### src/sv/dtmf_filter_bank_detector_defines.svh
// Assertion macros used by the DTMF detector top level.
`ifndef DTMF_FILTER_BANK_DETECTOR_DEFINES_SVH
`define DTMF_FILTER_BANK_DETECTOR_DEFINES_SVH
// Implication checked on every rising clock edge outside reset.
`define DTMF_ASSERT_IMP(label, clk, rstn, ante, cons) \
    label: assert property (@(posedge clk) disable iff (!rstn) (ante) |-> (cons)) \
        else $error("assertion failed");
// Next-cycle implication checked outside reset.
`define DTMF_ASSERT_NEXT(label, clk, rstn, ante, cons) \
    label: assert property (@(posedge clk) disable iff (!rstn) (ante) |=> (cons)) \
        else $error("assertion failed");
`endif

### src/sv/dtmf_pkg.sv
// Package with coefficients and shared types of the DTMF detector.
package dtmf_pkg;
    localparam int TONES = 7;
    localparam int ROWS = 4;
    localparam int COEF_FRAC = 22;
    localparam int COEF_WIDTH = 24;
    localparam int TONE_IDX_W = 3;

    localparam logic [7:0] RATIO_RESET = 8'd40;
    localparam logic [5:0] FRAME_RESET = 6'd32;
    localparam logic CFG_RATIO = 1'b0;
    localparam logic CFG_FRAME = 1'b1;

    function automatic logic signed [COEF_WIDTH-1:0] coef_a1(input logic [TONE_IDX_W-1:0] k);
        logic signed [COEF_WIDTH-1:0] r;
        unique case (k)
            3'd0: r = -24'sd7951426;
            3'd1: r = -24'sd7884170;
            3'd2: r = -24'sd7800900;
            3'd3: r = -24'sd7701371;
            3'd4: r = -24'sd7317108;
            3'd5: r = -24'sd7120522;
            default: r = -24'sd6881545;
        endcase
        return r;
    endfunction

    function automatic logic signed [COEF_WIDTH-1:0] coef_a2(input logic [TONE_IDX_W-1:0] k);
        return (k < 3'd4) ? 24'sd4064563 : 24'sd4032745;
    endfunction

    function automatic logic signed [COEF_WIDTH-1:0] coef_b0(input logic [TONE_IDX_W-1:0] k);
        return (k < 3'd4) ? 24'sd64870 : 24'sd80779;
    endfunction

    // Control fields for the datapath; the detector in this project does not use this type.
    typedef struct packed {
        logic                  mac_en;
        logic [1:0]            term;
        logic [TONE_IDX_W-1:0] tone;
        logic                  finish;
        logic                  frame_end;
    } mac_ctrl_t;
endpackage

### src/sv/dtmf_tone_ram.sv
// Synchronous tone state memory: y1, y2, peak and amplitude per tone.
module dtmf_tone_ram #(
    parameter int STATE_WIDTH = 32
) (
    input  logic                              aclk,
    input  logic                              we,
    input  logic [dtmf_pkg::TONE_IDX_W-1:0]   waddr,
    input  logic [4*STATE_WIDTH-1:0]          wdata,
    input  logic [dtmf_pkg::TONE_IDX_W-1:0]   raddr,
    output logic [4*STATE_WIDTH-1:0]          rdata
);
    logic [4*STATE_WIDTH-1:0] mem [dtmf_pkg::TONES];

    always_ff @(posedge aclk) begin
        if (we) begin
            mem[waddr] <= wdata;
        end
        rdata <= mem[raddr];
    end
endmodule

### config.mk
export PLATFORM = sky130hd
export DESIGN_NAME = dtmf_tone_ram
export DESIGN_NICKNAME = d
export VERILOG_FILES = /design/src/sv/dtmf_filter_bank_detector_defines.svh /design/src/sv/dtmf_pkg.sv /design/src/sv/dtmf_tone_ram.sv
export SDC_FILE = /design/constraint.sdc
export NUM_CORES = 1
export LEC_CHECK = 0
export ABC_AREA = 1
export BUFFER_PORTS_ARGS = -buffer_cell sky130_fd_sc_hd__buf_2
export CAP_MARGIN = 10
export CORE_MARGIN = 2
export CORE_UTILIZATION = 45
export DETAILED_ROUTE_END_ITERATION = 7
export SLEW_MARGIN = 20
export SYNTH_ARGS = -nofsm -noshare
export SYNTH_HDL_FRONTEND = slang
export SYNTH_SLANG_ARGS = --single-unit
### constraint.sdc
create_clock -name aclk -period 19.3 [get_ports aclk]
set_clock_uncertainty 0.15 [all_clocks]
set_input_delay 0.965 -clock aclk [delete_from_list [all_inputs] [get_ports aclk]]
set_output_delay 0.965 -clock aclk [all_outputs]
set_load 0.1 [all_outputs]
==> reports/qor.yml <==
die:
  fp.dieW_um: 303
  initial_core_util_pct: 45.4
  design.die.area_mm2: 0.0916
  io_pins: 264
  fp-row-count: 109
  core_mm2: 0.0884
  fp.dieH_um: 303
place:
  gp_congestion: 0.708
  io_buffer_count: 263
  dpl.hpwl_um: 41900
setup_path:
  critPathArrivalTime_ns: 4.20
  cp_slowest_cell: "buf_4"
  crit_type: "primary input to flop"
  start_kind: "primary input"
  crit_path_max_fanout: 111
  cp_slowest_stage_delay_ns: 0.93
  r2r.worst_path.cells: 6
  cp_data_required_time_ns: 19.69
  cp-end-kind: "flop"
  path_cells: "buf_6 > inv_8 > buf_4 > buf_4 > nand3_1 > nand3_1 > nand2_1"
sta:
  timing.final.hold_violations: 0
  clock.fmax_mhz: 262
  slew_violations: 0
  worst_slew_pin_slew_ns: 1.25
  grt_setup_unrepaired: "no"
  final.setup.tns_ns: 0
  finalCritPeriodShare_pct: 19.8
  relSlewSlack_pct: 16.5
  setup_viol: 0
  min_period_ns: 3.82
global_routing:
  antenna_found_initial: 19
  grt_use_total_pct: 19.2
  overflow: 0
  grt_pass1_vias: 23400
  grt_pass1_wl_um: 134000
  grt_start_max_net_pins: 204
routing:
  totalWireLength_um: 87900
  met2_length_um: 42300
  dr.pass1.iters: 7
  detail_route.wl_per_cell_um: 17.4
  highest_layer: "met5"
  via_per_inst: 4.79
  postRouteAntennaNets: 0
  drc: 0
  m1WireLength_um: 39200
  wl_met3_um: 4600
  drtIter0Drc: 1438
  vias: 24100
clocking:
  cts_buffers: 107
  clkTransAtPathRegs_ns: 0.06
  cts_hold_buf: 0
  cts-root-buf: "clkbuf_16"
  cts_tree: "done"
  ctsResizeCount: 0
  htreeDepth: 3
  post_cts_buffers: 0
  clkLatencyLatePin_ns: 0.68
  cts.sinks: 1024
  clockBufferDepth: 3
logic_synthesis:
  yosys.area_share.simple_pct: 19.3
  muxShareOfSynthArea_pct: 0
  synth_top_family_by_area: "simple AND/OR/NAND/NOR gates"
  synth.distinct_cells: 16
  synth-compound-area-share_pct: 0
  syn_area_mm2: 0.0401
  syn-num-nets: 3676
  synth_cells: 3540
  synth_fa_ha_area_share_pct: 0
  synth-xor-area-share_pct: 0
  synth.avg_cell_area_um2: 11.3
  ys_ff_latch: 1024
  synth_warnings: 0
  seq_area_frac_synth_pct: 73.4
layout:
  mostFrequentLayoutCells: "nand2_1, edfxtp_1, inv_1"
  utilization_pct: 51.8
  final_common_cell: "nand2_1"
  nNetsFinal: 3905
  drive_gt1_share_pct: 12.3
  area_growth_pct: 14.2
min_path:
  min_path_cells: 1
  holdCritPathClass: "primary input to flop"
run_status:
  outcome: "finished, final reports clean"
flow_run:
  drv_cap: 0
power:
  vdd_ir_drop_max_mv: 0.0815
  p_per_area_mw_per_mm2: 110
  p_leak_nw: 19.3
## critical path: cells and delay by family
kind,cells,cell delay [ns]
buffers and inverters,4,2.53
AND/OR/NAND/NOR,3,0.41
## stage by stage
| step | hold WS [ns] | area (µm²) | worst slack [ns] | cells | power [W] |
|---|---|---|---|---|---|
| 2_1_floorplan | 0.362 | 40100 | 8.65 | 3540 | 0.00293 |
| 3_3_place_gp | 0.372 | 42300 | 14.69 | 4825 | 0.00304 |
| 4_1_cts | 0.341 | 45800 | 15.36 | 5028 | 0.00508 |
| 3_5_place_dp | 0.378 | 42300 | 14.66 | 4825 | 0.00304 |
| 6_report | 0.385 | 45800 | 15.48 | 5038 | 0.00502 |
| 5_1_grt | 0.372 | 45800 | 15.04 | 5033 | 0.00521 |
## registers in the layout (all words and copies together), names as in the netlist
name	cells
rdata	128
mem	896
## synthesized netlist by cell type (all sizes together)
cell type / count / area, µm²
nor2: 58 / 218
edfxtp: 896 / 26900
nand2: 1183 / 4440
nand3: 486 / 2430
clkbuf: 25 / 93.8
buf: 143 / 896
nor3: 1 / 5.00
or2: 102 / 638
inv: 518 / 1950
dfxtp: 128 / 2560
## final cells by class
| type | count | area, µm² |
|---|---|---|
| fill | 7647 | 42600 |
| sequential | 1024 | 29500 |
| multi-input combinational | 1830 | 7780 |
| clock buffer | 165 | 3060 |
| inverter | 518 | 1970 |
| timing repair buffer | 288 | 1600 |
| tap | 1165 | 1460 |
| clock inverter | 38 | 462 |
| antenna | 10 | 25.0 |
## kinds of logic after synthesis
logic type,after synthesis
buf+inv,686
flops,1024
simple gates,1830
## where the power goes
part,internal (W),switching (W),leakage (nW)
combinational,0.0000866,0.000381,8.35
sequential,0.00250,0.0000259,9.22
clock,0.00120,0.000830,1.72
total,0.00379,0.00124,19.3
## final timing paths
kind | end | slack [ns] | from
min reg2reg | rdata[118] | 0.39 | mem[4][118]
max | rdata[93] | 15.48 | raddr[1]
min | mem[0][31] | 0.39 | wdata[31]
max reg2reg | rdata[23] | 18.21 | mem[2][23]
## layer usage
metal	global-route usage (%)	vias to the layer above
met5	0	-
met4	5.74	18
met3	3.49	135
met2	32.2	473
met1	25.6	11500
li1	-	11900
Power figures use the tool's default switching activity.
